### src/hdl/tdf_pkg.sv
// Shared widths, types and sequencer states for the trial-division factorizer.
`timescale 1ns / 1ps

package tdf_pkg;

	localparam int VALUE_WIDTH = 31;
	localparam int DIV_CNT_W   = $clog2(VALUE_WIDTH + 1);

	typedef logic [VALUE_WIDTH-1:0] value_t;

	localparam value_t FIRST_DIVISOR = value_t'(2);
	localparam value_t UNIT_VALUE    = value_t'(1);

	typedef enum logic [1:0] {
		S_IDLE,
		S_START,
		S_WAIT,
		S_EMIT
	} state_t;

	typedef struct packed {
		logic   start;
		value_t dividend;
		value_t divisor;
	} div_req_t;

	typedef struct packed {
		logic   done;
		value_t quo;
		value_t rem;
	} div_rsp_t;

endpackage

### src/hdl/tdf_in_if.sv
// Input channel: one value to factorize per word.
`timescale 1ns / 1ps

interface tdf_in_if;
	logic                  valid;
	logic                  ready;
	tdf_pkg::value_t       number;

	modport source (output valid, output number, input ready);
	modport sink   (input valid, input number, output ready);
endinterface

### src/hdl/tdf_out_if.sv
// Output channel: one prime factor per word, with end and no-factor marks.
`timescale 1ns / 1ps

interface tdf_out_if;
	logic                  valid;
	logic                  ready;
	tdf_pkg::value_t       factor;
	logic                  last;
	logic                  no_factors;

	modport source (output valid, output factor, output last, output no_factors, input ready);
	modport sink   (input valid, input factor, input last, input no_factors, output ready);
endinterface

### src/hdl/tdf_divider.sv
// Restoring divider: one quotient bit per cycle, quotient and remainder held after done.
`timescale 1ns / 1ps

module tdf_divider (
	input  logic              clk,
	input  logic              arst_n,
	input  tdf_pkg::div_req_t req,
	output tdf_pkg::div_rsp_t rsp
);

	logic                           busy_q;
	logic                           done_q;
	logic [tdf_pkg::DIV_CNT_W-1:0]  cnt_q;
	tdf_pkg::value_t                rem_q;
	tdf_pkg::value_t                quo_q;
	tdf_pkg::value_t                div_q;

	logic [tdf_pkg::VALUE_WIDTH:0]  shifted;
	logic [tdf_pkg::VALUE_WIDTH:0]  diff;
	logic                           fits;

	assign shifted = {rem_q, quo_q[tdf_pkg::VALUE_WIDTH-1]};
	assign diff    = shifted - {1'b0, div_q};
	assign fits    = ~diff[tdf_pkg::VALUE_WIDTH];

	always_ff @(posedge clk or negedge arst_n) begin
		if (!arst_n) begin
			busy_q <= 1'b0;
			done_q <= 1'b0;
			cnt_q  <= '0;
		end else begin
			done_q <= 1'b0;
			if (req.start) begin
				busy_q <= 1'b1;
				cnt_q  <= tdf_pkg::DIV_CNT_W'(tdf_pkg::VALUE_WIDTH);
			end else if (busy_q) begin
				cnt_q <= cnt_q - tdf_pkg::DIV_CNT_W'(1);
				if (cnt_q == tdf_pkg::DIV_CNT_W'(1)) begin
					busy_q <= 1'b0;
					done_q <= 1'b1;
				end
			end
		end
	end

	always_ff @(posedge clk) begin
		if (req.start) begin
			rem_q <= '0;
			quo_q <= req.dividend;
			div_q <= req.divisor;
		end else if (busy_q) begin
			// take the difference as the partial remainder only when the divisor fits
			rem_q <= fits ? diff[tdf_pkg::VALUE_WIDTH-1:0] : shifted[tdf_pkg::VALUE_WIDTH-1:0];
			quo_q <= {quo_q[tdf_pkg::VALUE_WIDTH-2:0], fits};
		end
	end

	assign rsp.done = done_q;
	assign rsp.quo  = quo_q;
	assign rsp.rem  = rem_q;

	a_rem_below_divisor: assert property (@(posedge clk) disable iff (!arst_n)
		done_q |-> rem_q < div_q)
		else $error("divider remainder not below divisor");

	a_start_when_free: assert property (@(posedge clk) disable iff (!arst_n)
		req.start |-> !busy_q)
		else $error("divider started while busy");

endmodule

### src/hdl/tdf_ctrl.sv
// Sequencer: walks the trial divisors, divides out hits and drives the output register.
`timescale 1ns / 1ps

module tdf_ctrl (
	input  logic              clk,
	input  logic              arst_n,
	tdf_in_if.sink            items,
	tdf_out_if.source         factors,
	output tdf_pkg::div_req_t div_req,
	input  tdf_pkg::div_rsp_t div_rsp
);

	tdf_pkg::state_t state_q, state_d;

	tdf_pkg::value_t rest_q;
	tdf_pkg::value_t d_q;
	logic            inner_q;
	logic            fin_q;

	tdf_pkg::value_t fac_q;
	logic            last_q;
	logic            nof_q;

	logic            out_valid_q;
	tdf_pkg::value_t out_factor_q;
	logic            out_last_q;
	logic            out_nof_q;

	logic small_in;
	logic quit;
	logic hit;
	logic slot_free;
	logic out_load;
	logic accept;

	assign small_in  = items.number < tdf_pkg::FIRST_DIVISOR;
	// divisor squared above the rest ends the search; skip the check while dividing out
	assign quit      = !inner_q && (div_rsp.quo < d_q);
	assign hit       = div_rsp.rem == '0;
	assign slot_free = !out_valid_q || factors.ready;

	always_comb begin
		state_d = state_q;
		unique case (state_q)
			tdf_pkg::S_IDLE: begin
				if (items.valid) begin
					state_d = small_in ? tdf_pkg::S_EMIT : tdf_pkg::S_START;
				end
			end
			tdf_pkg::S_START: begin
				state_d = tdf_pkg::S_WAIT;
			end
			tdf_pkg::S_WAIT: begin
				if (div_rsp.done) begin
					if (quit) begin
						state_d = (rest_q > tdf_pkg::UNIT_VALUE) ? tdf_pkg::S_EMIT
						                                         : tdf_pkg::S_IDLE;
					end else if (hit) begin
						state_d = tdf_pkg::S_EMIT;
					end else begin
						state_d = tdf_pkg::S_START;
					end
				end
			end
			tdf_pkg::S_EMIT: begin
				if (slot_free) begin
					state_d = fin_q ? tdf_pkg::S_IDLE : tdf_pkg::S_START;
				end
			end
			default: state_d = tdf_pkg::S_IDLE;
		endcase
	end

	always_comb begin
		items.ready      = state_q == tdf_pkg::S_IDLE;
		accept           = items.valid && (state_q == tdf_pkg::S_IDLE);
		div_req.start    = state_q == tdf_pkg::S_START;
		div_req.dividend = rest_q;
		div_req.divisor  = d_q;
		out_load         = (state_q == tdf_pkg::S_EMIT) && slot_free;
	end

	always_ff @(posedge clk or negedge arst_n) begin
		if (!arst_n) begin
			state_q     <= tdf_pkg::S_IDLE;
			out_valid_q <= 1'b0;
			inner_q     <= 1'b0;
			fin_q       <= 1'b0;
		end else begin
			state_q <= state_d;
			if (out_load) begin
				out_valid_q <= 1'b1;
			end else if (factors.ready) begin
				out_valid_q <= 1'b0;
			end
			if (accept) begin
				inner_q <= 1'b0;
				fin_q   <= small_in;
			end else if ((state_q == tdf_pkg::S_WAIT) && div_rsp.done) begin
				if (quit) begin
					fin_q <= 1'b1;
				end else if (hit) begin
					inner_q <= 1'b1;
					fin_q   <= div_rsp.quo == tdf_pkg::UNIT_VALUE;
				end else begin
					inner_q <= 1'b0;
				end
			end
		end
	end

	always_ff @(posedge clk) begin
		if (accept) begin
			rest_q <= items.number;
			d_q    <= tdf_pkg::FIRST_DIVISOR;
			fac_q  <= '0;
			last_q <= 1'b1;
			nof_q  <= 1'b1;
		end else if ((state_q == tdf_pkg::S_WAIT) && div_rsp.done) begin
			if (quit) begin
				// leftover above one is the final prime
				fac_q  <= rest_q;
				last_q <= 1'b1;
				nof_q  <= 1'b0;
			end else if (hit) begin
				fac_q  <= d_q;
				last_q <= div_rsp.quo == tdf_pkg::UNIT_VALUE;
				nof_q  <= 1'b0;
				rest_q <= div_rsp.quo;
			end else begin
				d_q <= d_q + tdf_pkg::UNIT_VALUE;
			end
		end
		if (out_load) begin
			out_factor_q <= fac_q;
			out_last_q   <= last_q;
			out_nof_q    <= nof_q;
		end
	end

	assign factors.valid      = out_valid_q;
	assign factors.factor     = out_factor_q;
	assign factors.last       = out_last_q;
	assign factors.no_factors = out_nof_q;

	a_done_only_in_wait: assert property (@(posedge clk) disable iff (!arst_n)
		div_rsp.done |-> state_q == tdf_pkg::S_WAIT)
		else $error("divider result arrived outside wait state");

	a_divisor_min: assert property (@(posedge clk) disable iff (!arst_n)
		state_q == tdf_pkg::S_START |-> d_q >= tdf_pkg::FIRST_DIVISOR)
		else $error("trial divisor below two");

	a_factor_min: assert property (@(posedge clk) disable iff (!arst_n)
		factors.valid && !factors.no_factors |-> factors.factor >= tdf_pkg::FIRST_DIVISOR)
		else $error("emitted factor below two");

	a_no_factor_word: assert property (@(posedge clk) disable iff (!arst_n)
		factors.valid && factors.no_factors |-> factors.last && (factors.factor == '0))
		else $error("no-factor word malformed");

endmodule

### src/hdl/trial_division_factorizer.sv
// Top level of the trial-division prime factorizer.
`timescale 1ns / 1ps

// Takes one unsigned 31-bit value per input word and returns its prime factors in
// ascending order, with repeats, one factor per output word; the final word of each
// value carries last. Inputs 0 and 1 give a single word with factor zero, last and
// no_factors set. One value is worked on at a time and the input is not ready until
// its last factor has been handed to the output register. Each trial divisor costs one
// pass of the restoring divider, plus an emit step per factor that waits while the
// output register is full; the search runs while the divisor squared is at most the
// remaining value, so a prime near two to the thirty-first takes about 46341 passes.
// The output register lets a new value be taken while the previous final factor still
// waits.
module trial_division_factorizer (
	input  logic      clk,
	input  logic      arst_n,
	tdf_in_if.sink    items,
	tdf_out_if.source factors
);

	tdf_pkg::div_req_t div_req;
	tdf_pkg::div_rsp_t div_rsp;

	tdf_ctrl u_ctrl (
		.clk     (clk),
		.arst_n  (arst_n),
		.items   (items),
		.factors (factors),
		.div_req (div_req),
		.div_rsp (div_rsp)
	);

	tdf_divider u_divider (
		.clk    (clk),
		.arst_n (arst_n),
		.req    (div_req),
		.rsp    (div_rsp)
	);

endmodule

### src/flat_wrapper.sv
// flat-port wrapper written by rule: the top's interface ports become plain ports
module trial_division_factorizer_flat 
  (clk, arst_n, items_valid, items_number, items_ready, factors_valid, factors_factor, factors_last, factors_no_factors, factors_ready);
  tdf_in_if items_i ();
  tdf_out_if factors_i ();
  input  logic clk;
  input  logic arst_n;
  input wire logic [$bits(items_i.valid)-1:0] items_valid;
  input wire logic [$bits(items_i.number)-1:0] items_number;
  output wire logic [$bits(items_i.ready)-1:0] items_ready;
  output wire logic [$bits(factors_i.valid)-1:0] factors_valid;
  output wire logic [$bits(factors_i.factor)-1:0] factors_factor;
  output wire logic [$bits(factors_i.last)-1:0] factors_last;
  output wire logic [$bits(factors_i.no_factors)-1:0] factors_no_factors;
  input wire logic [$bits(factors_i.ready)-1:0] factors_ready;
  assign items_i.valid = items_valid;
  assign items_i.number = items_number;
  assign items_ready = items_i.ready;
  assign factors_valid = factors_i.valid;
  assign factors_factor = factors_i.factor;
  assign factors_last = factors_i.last;
  assign factors_no_factors = factors_i.no_factors;
  assign factors_i.ready = factors_ready;
  trial_division_factorizer u_core (.clk(clk), .arst_n(arst_n), .items(items_i), .factors(factors_i));
endmodule
### config.mk
export PLATFORM = sky130hd
export DESIGN_NAME = trial_division_factorizer_flat
export DESIGN_NICKNAME = d
export VERILOG_FILES = /design/src/hdl/tdf_pkg.sv /design/src/hdl/tdf_in_if.sv /design/src/hdl/tdf_out_if.sv /design/src/hdl/tdf_divider.sv /design/src/hdl/tdf_ctrl.sv /design/src/hdl/trial_division_factorizer.sv /design/src/flat_wrapper.sv
export SDC_FILE = /design/constraint.sdc
export NUM_CORES = 1
export LEC_CHECK = 0
export BUFFER_PORTS_ARGS = -buffer_cell sky130_fd_sc_hd__buf_2
export CORE_MARGIN = 2
export CORE_UTILIZATION = 30
export CTS_CLUSTER_SIZE = 40
export DETAILED_ROUTE_END_ITERATION = 8
export PLACE_DENSITY = 0.52
export SETUP_SLACK_MARGIN = 0.02
export SLEW_MARGIN = 10
export SYNTH_ARGS = -nofsm -noshare
export SYNTH_HDL_FRONTEND = slang
export SYNTH_SLANG_ARGS = --single-unit
### constraint.sdc
create_clock -name clk -period 7.2 [get_ports clk]
set_clock_uncertainty 0.2 [all_clocks]
set_input_delay 1.08 -clock clk [delete_from_list [all_inputs] [get_ports clk]]
set_output_delay 1.08 -clock clk [all_outputs]
set_load 0.01 [all_outputs]
Word level (Yosys, flattened, before mapping)
Index checks and enable logic that the tools add are counted.
- logic and storage cells: 95
- output and inout port bits: 35
- bits in registers: 233
- input bits: 35
- magnitude comparators: 3
- mux-type cells: 38
- equal/unequal tests: 9
- bitwise logic cells: 3
- reductions and logical operators: 21
- $add $sub $neg: 3
- operators with widths (cell ; count):
    $mux 31 ; 9
    $sub 32x31->32 ; 1
    $add 31x1->31 const B ; 1
    $eq 31x1->1 const B ; 1
    $gt 31x1->1 const B ; 1
    $logic_not 31->1 ; 1
    $lt 31x2->1 const B ; 1
    $lt 31x31->1 ; 1
    $mux 1 ; 19
    $mux 2 ; 7
    $mux 5 ; 2
    $reduce_bool 2->1 ; 5
    $reduce_and 3->1 ; 3
    $pmux 2 s4 ; 1
    $ne 2x2->1 const B ; 3
    $reduce_and 2->1 ; 3
    $eq 5x1->1 const B ; 1
    $sub 5x1->5 const B ; 1
    $eq 2x2->1 const B ; 2
    $logic_and 1x1->1 ; 4
    $not 1->1 ; 3
    $reduce_bool 3->1 ; 1
    $eq 2x1->1 const B ; 1
    $logic_not 1->1 ; 2
    other kinds (3) ; 3

Logic depth before layout (Yosys ltp)
Gate-level depths: netlist (run 1).
- word-level depth: 5
- depth in mapped cells: 14
- mapped depth without buffers: 13

By module
Synthesis (run 1) repeated with hierarchy kept, for this count alone.
- cell total of the unflattened synthesis: 1237
- area total of the unflattened synthesis: 12522.0 um2
- modules (own cells, without submodules) (module ; times used ; area each (um2) ; cells an instance ; seq. area each (um2)):
    tdf_ctrl ; 1 ; 6851.6 ; 713 ; 3328.2
    tdf_divider ; 1 ; 5670.4 ; 524 ; 2657.5

Worst setup path after synthesis (run 1)
No wires, ideal clock.
- kind: register to register
- start point: register u_core.u_divider.quo_q[8]
- end point: register u_core.u_ctrl.rest_q[0] (enable)
- data arrival time: 2802 ps
- path buffers: 1
- data required time: 6529 ps
- setup time: 471 ps
- period minus slack after synthesis: 3473 ps
- cell stages (with the launch flop): 12
- path slack: 3727 ps
- cells stage by stage: edfxtp_1 -> ha_1 -> a21o_1 -> a21o_1 -> a21oi_1 -> nor2_1 -> a311o_2 -> a211oi_2 -> nor2_1 -> buf_2 -> nand2_1 -> nand2_1
- longest elaborated chain between the ends: 4
- ends and longest elaborated chain (item ; line ; source):
    from (decl) ; tdf_divider.sv:15 ; tdf_pkg::value_t quo_q;
    from (signal assigned) ; tdf_divider.sv:49 ; quo_q <= req.dividend;
    from (signal assigned) ; tdf_divider.sv:54 ; quo_q <= {quo_q[tdf_pkg::VALUE_WIDTH-2:0], fits};
    $lt 31x31->1 ; tdf_ctrl.sv:38 ; assign quit = !inner_q && (div_rsp.quo < d_q);
    $logic_and 1x1->1 ; tdf_ctrl.sv:38 ;
    $ne 2x1->1 (no source line) ; -- ;
    $reduce_and 3->1 (no source line) ; -- ;
    to (signal assigned) ; tdf_ctrl.sv:114 ; rest_q <= items.number;
    to (signal assigned) ; tdf_ctrl.sv:129 ; rest_q <= div_rsp.quo;
    to (decl) ; tdf_ctrl.sv:15 ; tdf_pkg::value_t rest_q;
No other way between the ends.
A chain may end at the register's enable or synchronous reset.

Worst setup path after layout (run 1)
- start point: register u_core.u_divider.quo_q[30]
- end point: register u_core.u_divider.rem_q[30]
- longest elaborated chain between the ends: 2
- ends and longest elaborated chain (item ; line ; source):
    $sub 32x31->32 ; tdf_divider.sv:23 ; assign diff = shifted - {1'b0, div_q};
    $mux 31 ; tdf_divider.sv:53 ; rem_q <= fits ? diff[tdf_pkg::VALUE_WIDTH-1:0] : shifted[tdf_pkg::VALUE_WIDTH-1:0];
    to (signal assigned) ; tdf_divider.sv:53 ;
    to (decl) ; tdf_divider.sv:14 ; tdf_pkg::value_t rem_q;
No other way between the ends.

==> run metrics, run 1 <==
status=finished, final reports clean; 1st-pass router iterations=5; diodes inserted=0; Worst-Margin Slew=1.11 ns; Top Layer Used=met4; WL met1=15.0 mm; Req. time, crit path=7.48 ns; CTS tree=built; Critical Setup Path Class=register to register; PortBufs=69; cell with the largest stage delay on the worst path=or4b_1; Worst R2R Start=u_core.u_divider.quo_q[30]; endpoints failing setup=0; Detailed Route WL=31.6 mm; crit path max fanout=5; Setup TNS=0 ns; Synth area leaders=edfxtp_1, dfxtp_1, nand2_1, ha_1, o21ai_0; clk sinks=233; RSZ-0062 raised after global routing=no; largest net degree at the start of global routing=101; clock buffer depth=3; Worst Reg-to-Reg Cells=13; reg-to-reg setup timing slack=3.35 ns; Worst path most repeated cell=inv_1; top cell type by total area after synthesis=edfxtp_1; max-cap violations=0; Synth Net Count=1,411; worst-skew pair later-pin latency=0.55 ns; CP Buf/Inv Count=2; hold_buf cts=0; H-tree depth=1; top cell type's share of synthesized area=30.6%; FFs w/ async S/R, synth=5.15%; global-route wire length before repair=51.2 mm; commonest cells after routing, fill and taps aside=nand2_1, edfxtp_1, inv_1; fin crit share=53.5%; Fin. Hold Viols=0; Resized Gates After CTS=0; kind of cell adding the most delay to the critical path=compound AO/OA/AOI/OAI gates; global route overflow=0; Ports=70; chip height=207 um; Final Non-Filler Cells=1,907; Leak Pwr=5.93 nW; metal3 WL=1.18 mm; synthesized area per cell=9.44 um^2; Cell variety after synth=70; CP peak stage delay=0.50 ns; DRC viols=0; CP Cell Sequence=inv_1 -> ha_1 -> inv_1 -> fa_1 -> a21o_1 -> a311oi_2 -> or4_1 -> a21oi_2 -> o31ai_4 -> o211ai_1 -> or4b_1 -> a31oi_1 -> a32o_1; minimum clock period=3.85 ns; Layout fillers=4,152; initial antenna violation count=0; Total GRT Usage=14.5%; FF-to-FF End=u_core.u_divider.rem_q[30]; die footprint=42,900 um^2; Main synth FF type=edfxtp_1; root buffer cell=clkbuf_16; Worst-path clk slew=0.06 ns; CTS Buf Count=27; Via density=5.02; Final Slew Violations=0; most common cell after layout, fill and taps aside=nand2_1; site row count=74; gpl congestion=0.811; antenna-violating nets left=0; initial drt markers=705; P&R area growth vs syn=14.6%; Die W=207 um; Synth Register Bits=233; startpoint types=register; synthesized area=12,400 um^2; Max IR drop VDD=0.139 mV; Vias=9,570; Synth Warn #=0; WL/cell=16.6 um; layout cells sized above 1=12.5%; PD cells=201 nW/um^2; Slew HR=25.8%; Post-synth EDFFs=126; core box area=40,700 um^2; starting density of the core=30.4%; post-synthesis sequential area ratio=48.4%; Worst Path Arrival=4.13 ns; setup bufs post-CTS=0; vias in the first global route=9,325; Final HPWL DP=22.3 mm; critical path capture point type=register; Mapped Cells=1,311; Hold Crit Class=input port to async pin; Layout Nets=1,454; Max Freq=0.260 GHz; # placed instances=1,857; WL met2=14.7 mm
==> layout make-up <==
type	instances	area [um^2]	area share [%]
timing repair buffer	82	443	3.12
inverter	107	402	2.83
multi-input combinational	903	5750	40.5
sequential	233	5990	42.2
clock inverter	20	240	1.69
tap	532	666	4.69
clock buffer	30	697	4.91
==> cell families after synthesis <==
logic type	after synthesis	synth area share (%)
buf+inv	175	5.55
mux	36	2.91
flops	233	48.4
compound gates	318	17.1
xor+xnor	26	1.84
simple gates	458	17.6
fa+ha+maj	65	6.63
==> metrics by stage <==
stage	cell area [um^2]	power, mW	hold slack, ns	utilization [%]	setup slack, ns
global placement	13200	1.43	0.220	32.5	3.51
CTS	14200	2.89	0.205	34.8	3.36
detailed placement	13200	1.43	0.219	32.5	3.39
finish	14200	2.85	0.222	34.8	3.35
floorplan	12400	1.42	0.208	-	3.73
global route	14200	2.93	0.232	34.8	3.16
==> how the worst max path moves through the flow <==
stage / startpoint / end / slack, ns / depth (start not counted)
5_1_grt: u_core.u_divider.quo_q[30] / u_core.u_divider.rem_q[30] / 3.16 / 13
4_1_cts: u_core.u_divider.quo_q[30] / u_core.u_divider.rem_q[30] / 3.36 / 13
2_1_floorplan: u_core.u_divider.quo_q[8] / u_core.u_ctrl.rest_q[0] / 3.73 / 11
3_5_place_dp: u_core.u_divider.quo_q[30] / u_core.u_divider.rem_q[30] / 3.39 / 13
6_report: u_core.u_divider.quo_q[30] / u_core.u_divider.rem_q[30] / 3.35 / 13
3_3_place_gp: u_core.u_divider.quo_q[30] / u_core.u_divider.rem_q[30] / 3.51 / 13
==> sequential cells by signal, summed over array words and instances, names as in the netlist <==
register,flops
u_core.u_divider.div_q,31
u_core.u_ctrl.factors.no_factors,1
u_core.u_divider.busy_q,1
u_core.u_ctrl.last_q,1
u_core.u_ctrl.rest_q,31
u_core.u_divider.rem_q,31
u_core.u_ctrl.factors.valid,1
u_core.u_ctrl.inner_q,1
u_core.u_divider.quo_q,31
u_core.u_divider.done_q,1
u_core.u_ctrl.d_q,31
u_core.u_ctrl.state_q,2
u_core.u_divider.cnt_q,5
u_core.u_ctrl.fac_q,31
u_core.u_ctrl.factors.last,1
u_core.u_ctrl.fin_q,1
u_core.u_ctrl.nof_q,1
u_core.u_ctrl.factors.factor,31
==> cells in the mapped netlist (11+ instances only) <==
cell type and number:
a21o_1 23, a21oi_1 70, a31oi_1 29, buf_2 12
clkbuf_1 54, dfrtp_1 12, dfxtp_1 95, edfxtp_1 126
ha_1 64, inv_1 107, mux2i_1 36, nand2_1 230
nand2b_1 11, nand3_1 17, nand3b_1 11, nand4_1 18
nor2_1 63, nor3_1 15, nor4_1 27, o21ai_0 91
o221a_2 21, o31ai_1 19, or3_1 12, or4_1 22
xnor2_1 16
==> per-layer routing <==
layer	vias to the layer above	track usage, %
met4	0	4.24
li1	4831	-
met1	4540	20.3
met5	-	0
met3	37	1.74
met2	162	23.7
==> power breakdown <==
| part | switching [mW] | leakage (nW) | internal (mW) |
|---|---|---|---|
| Sequential | 0.0000000000000000113 | 1.93 | 1.39 |
| Clock | 0.567 | 0.465 | 0.879 |
| Combinational | 0.00791 | 3.53 | 0.00740 |
Note: power is estimated with default switching activity, not from simulation.
==> run 2: changes to the inputs <==
- clock period: 7.2 -> 3.6 ns (I/O delays scaled with it)
==> run metrics, run 2 (synthesized netlist as in run 1, its figures left out) <==
PortBufs=69; setup bufs post-CTS=0; Cell Area, Placed=13,500 um^2; Max IR drop VDD=0.263 mV; most common cell after layout, fill and taps aside=nand2_1; Vias=9,691; diodes inserted=0; starting density of the core=30.4%; WL/cell=16.5 um; sequential share of power=50.7%; CTS tree=built; Detailed Route WL=31.9 mm; minimum clock period=3.43 ns; CTS Buf Count=25; endpoints failing setup=0; cell area after layout=14,400 um^2; core box area=40,700 um^2; setup ws final=0.175 ns; clk sinks=233; Slew HR=40.8%; 1st-pass router iterations=5; Sw Ratio=20.5%; global-route wire length before repair=52.8 mm; global route overflow=0; Total GRT Usage=14.9%; Critical Setup Path Class=register to register; antenna-violating nets left=0; clock buffer depth=3; PD cells=381 nW/um^2; Clock power frac=48.8%; Layout Nets=1,481; dpl ws=0.0555 ns; initial drt markers=604; Worst-path clk slew=0.06 ns; Worst path most repeated cell=inv_1; CP peak stage delay=0.50 ns; Comb power frac=0.6%; gpl congestion=0.825; Die W=207 um; RSZ-0062 raised after global routing=yes; Worst-Margin Slew=0.888 ns; root buffer cell=clkbuf_16; Hold Crit Class=input port to register; P_int=4.35 mW; kind of cell adding the most delay to the critical path=compound AO/OA/AOI/OAI gates; Max Freq=0.292 GHz; Psw=1.12 mW; largest net degree at the start of global routing=61; Final HPWL DP=23.2 mm; CP Buf/Inv Count=2; cell with the largest stage delay on the worst path=or4b_1; P&R area growth vs syn=16.1%; Fin. Hold Viols=0; chip height=207 um; Final Slew Violations=0; layout cells sized above 1=13.9%; commonest cells after routing, fill and taps aside=nand2_1, edfxtp_1, inv_1; CP Cell Sequence=inv_1 -> ha_1 -> inv_1 -> fa_1 -> a21o_1 -> a311oi_2 -> or4_4 -> a21oi_2 -> o31ai_4 -> o211ai_1 -> or4b_1 -> a31oi_1 -> a32o_1; critical path capture point type=register; H-tree depth=1; Setup TNS=0 ns; site row count=74; Via density=5.02; max-cap violations=0; DRC viols=0; Worst Path Arrival=3.71 ns; Leak Pwr=6.04 nW; Ports=70; startpoint types=register; Layout fillers=4,200; die footprint=42,900 um^2; Min Hold Slack=0.0787 ns; status=finished, final reports clean; crit path max fanout=5; final core occ=35.3%; worst-skew pair later-pin latency=0.54 ns; Req. time, crit path=3.88 ns; initial antenna violation count=0; vias in the first global route=9,495; fin crit share=95.1%
==> run 2: repair_timing <==
| action | in CTS | in global routing |
|---|---|---|
| setup endpoints to repair | 0 | 32 |
| resized for setup | 0 | 3 |
| hold buffers | 1 | 0 |
| hold endpoints to repair | 12 | 0 |
==> run 2: power groups by stage <==
stage               Clock [mW]  Combinational, mW  Sequential [mW]
global route              2.84             0.0344             2.77
finish                    2.67             0.0311             2.77
CTS                       2.74             0.0312             2.77
floorplan                    0            0.00226             2.83
detailed placement           0             0.0302             2.83
global placement             0             0.0295             2.83
==> run 2: worst register-to-register path: stages, from the launching register on <==
cell and delay (ns):
edfxtp_1 0.38, inv_1 0.09, ha_1 0.15, inv_1 0.05, fa_1 0.40, a21o_1 0.23
a311oi_2 0.26, or4_4 0.20, a21oi_2 0.08, o31ai_4 0.29, o211ai_1 0.20, or4b_1 0.50
a31oi_1 0.17, a32o_1 0.17
==> run 2: routing by layer <==
layer	global-route usage [%]	vias up	share of wire [%]	routed length (um)
li1	-	4890	-	-
met1	21.2	4587	48	15300
met2	24.3	181	46	14800
met3	1.85	33	4.3	1370
met4	3.42	0	1.6	506
met5	0	-	0	0
==> run 2: per-stage QoR <==
step | total power, mW | instances
after CTS | 5.54 | 1932
after detailed placement | 2.86 | 1885
after floorplan | 2.83 | 1311
after global placement | 2.86 | 1885
after global routing | 5.65 | 1932
final | 5.47 | 1932
==> run 2: worst paths after layout <==
check                                                   end  slack, ns  cells after the start                        from
hold reg to reg            u_core.u_ctrl.factors.factor[26]       0.23                      0     u_core.u_ctrl.fac_q[26]
min in group asynchronous         u_core.u_divider.cnt_q[0]       0.23                      2                      arst_n
setup / recovery                 u_core.u_divider.rem_q[30]       0.17                     13  u_core.u_divider.quo_q[30]
setup reg to reg                 u_core.u_divider.rem_q[30]       0.17                     13  u_core.u_divider.quo_q[30]
max in group asynchronous           u_core.u_divider.busy_q       2.72                      2                      arst_n
hold / removal                     u_core.u_ctrl.rest_q[21]       0.08                      3            items_number[21]
==> run 2: final cells by class <==
cell class | count | area (um^2) | area share (%)
clock buffers | 32 | 682 | 4.74
well taps | 532 | 666 | 4.63
multi-input cells | 903 | 5750 | 40.0
repair buffers | 111 | 726 | 5.05
flip-flops and latches | 233 | 5990 | 41.7
clock inverters | 14 | 163 | 1.13
inverters | 107 | 402 | 2.79
==> run 3: changes to the inputs <==
- PLACE_DENSITY: 0.52 -> 0.5
==> run metrics, run 3 (synthesized netlist as in run 1, its figures left out) <==
status=finished, final reports clean; worst-skew pair later-pin latency=0.55 ns; CTS tree=built; clock buffer depth=3; Worst-Margin Slew=1.01 ns; Slew HR=32.3%; layout cells sized above 1=14.9%; 1st-pass router iterations=7; Fin. Hold Viols=0; PD cells=372 nW/um^2; RSZ-0062 raised after global routing=yes; sequential share of power=51.5%; WL/cell=16.7 um; Clock power frac=47.9%; initial antenna violation count=0; Hold Crit Class=input port to register; setup bufs post-CTS=0; Psw=1.14 mW; Comb power frac=0.6%; Layout Nets=1,501; crit path max fanout=5; startpoint types=register; CTS Buf Count=27; endpoints failing setup=0; global-route wire length before repair=52.3 mm; Sw Ratio=21.2%; H-tree depth=1; critical path capture point type=register; chip height=207 um; P&R area growth vs syn=17.0%; diodes inserted=0; die footprint=42,900 um^2; gpl congestion=0.798; Via density=5.01; Die W=207 um; Req. time, crit path=3.89 ns; global route overflow=0; PortBufs=69; final core occ=35.5%; minimum clock period=3.40 ns; Max IR drop VDD=0.266 mV; Leak Pwr=6.11 nW; commonest cells after routing, fill and taps aside=nand2_1, edfxtp_1, inv_1; vias in the first global route=9,319; core box area=40,700 um^2; Ports=70; max-cap violations=0; Worst Path Arrival=3.69 ns; Detailed Route WL=32.7 mm; root buffer cell=clkbuf_16; Total GRT Usage=14.9%; most common cell after layout, fill and taps aside=nand2_1; fin crit share=94.4%; Critical Setup Path Class=register to register; largest net degree at the start of global routing=61; site row count=74; P_int=4.25 mW; DRC viols=0; clk sinks=233; initial drt markers=552; starting density of the core=30.4%; Final HPWL DP=23.8 mm; Worst-path clk slew=0.06 ns; Max Freq=0.294 GHz; Final Slew Violations=0; Vias=9,792; antenna-violating nets left=0; Cell Area, Placed=13,600 um^2; Layout fillers=4,192; cell area after layout=14,500 um^2
==> run 3: changes by cell type in the layout (fill, tap and decap cells not counted), moves of 2 or more <==
cell,change
buf_4,+18
clkbuf_1,+3
clkbuf_8,-3
bufinv_16,-2
clkbuf_16,+2
clkinv_1,+2
clkinv_2,+2
clkinv_4,-2
==> run 3: path summary, 6_finish.rpt <==
check                      cells past startpoint                        from                          endpoint  slack (ns)
max                                           13  u_core.u_divider.quo_q[30]        u_core.u_divider.rem_q[30]        0.20
min                                            3            items_number[17]          u_core.u_ctrl.rest_q[17]        0.08
max reg2reg                                   13  u_core.u_divider.quo_q[30]        u_core.u_divider.rem_q[30]        0.20
min reg2reg                                    0     u_core.u_ctrl.fac_q[27]  u_core.u_ctrl.factors.factor[27]        0.24
max in group asynchronous                      2                      arst_n           u_core.u_divider.busy_q        2.73
min in group asynchronous                      2                      arst_n         u_core.u_divider.cnt_q[2]        0.22
==> run 3: layout make-up <==
class	count	area, um^2	share of cell area [%]
flip-flops and latches	233	5990	41.4
clock buffers	34	702	4.85
well taps	532	666	4.60
multi-input cells	904	5770	39.8
clock inverters	15	114	0.786
repair buffers	128	841	5.81
inverters	107	402	2.77
==> run 3: worst max-delay path: stages, from the launching register on <==
cell      delay [ns]
edfxtp_1        0.38
inv_1           0.09
ha_1            0.15
inv_1           0.05
fa_1            0.40
a21o_1          0.24
a311oi_2        0.26
or4_4           0.20
a21oi_2         0.08
o31ai_4         0.30
o211ai_1        0.17
or4b_1          0.48
a31oi_1         0.18
a32o_1          0.17
==> run 3: metal layers <==
layer,up-vias,GRT usage [%],wire length [um]
met5,-,0,0
met4,0,3.57,598
met3,42,1.79,1240
met2,209,23.7,14700
met1,4601,21.5,16200
li1,4940,-,-
==> run 3: timing repair <==
item | 4_1_cts | 5_1_grt
resized for setup | 0 | 4
endpoints found under the hold margin | 12 | 0
hold buffers | 1 | 0
setup endpoints to repair | 0 | 43
==> run 3: per-stage QoR <==
step / std cells / total power [mW] / hold WS (ns) / setup TNS [ns] / setup WS (ns)
after floorplan: 1311 / 2.83 / 0.0444 / 0 / 0.127
after global placement: 1902 / 2.86 / 0.224 / 0 / 0.103
after detailed placement: 1902 / 2.86 / 0.219 / 0 / 0.0434
after CTS: 1952 / 5.47 / 0.0492 / 0 / 0.0298
after global routing: 1953 / 5.57 / 0.0728 / -0.0297 / -0.0297
final: 1953 / 5.39 / 0.0770 / 0 / 0.203
==> run 3: power groups by stage <==
| stage | sequential [mW] | clock [mW] | combinational (mW) |
|---|---|---|---|
| final | 2.77 | 2.58 | 0.0310 |
| after global routing | 2.77 | 2.76 | 0.0343 |
| after CTS | 2.77 | 2.67 | 0.0314 |
| after detailed placement | 2.83 | 0 | 0.0303 |
| after global placement | 2.83 | 0 | 0.0298 |
| after floorplan | 2.83 | 0 | 0.00226 |
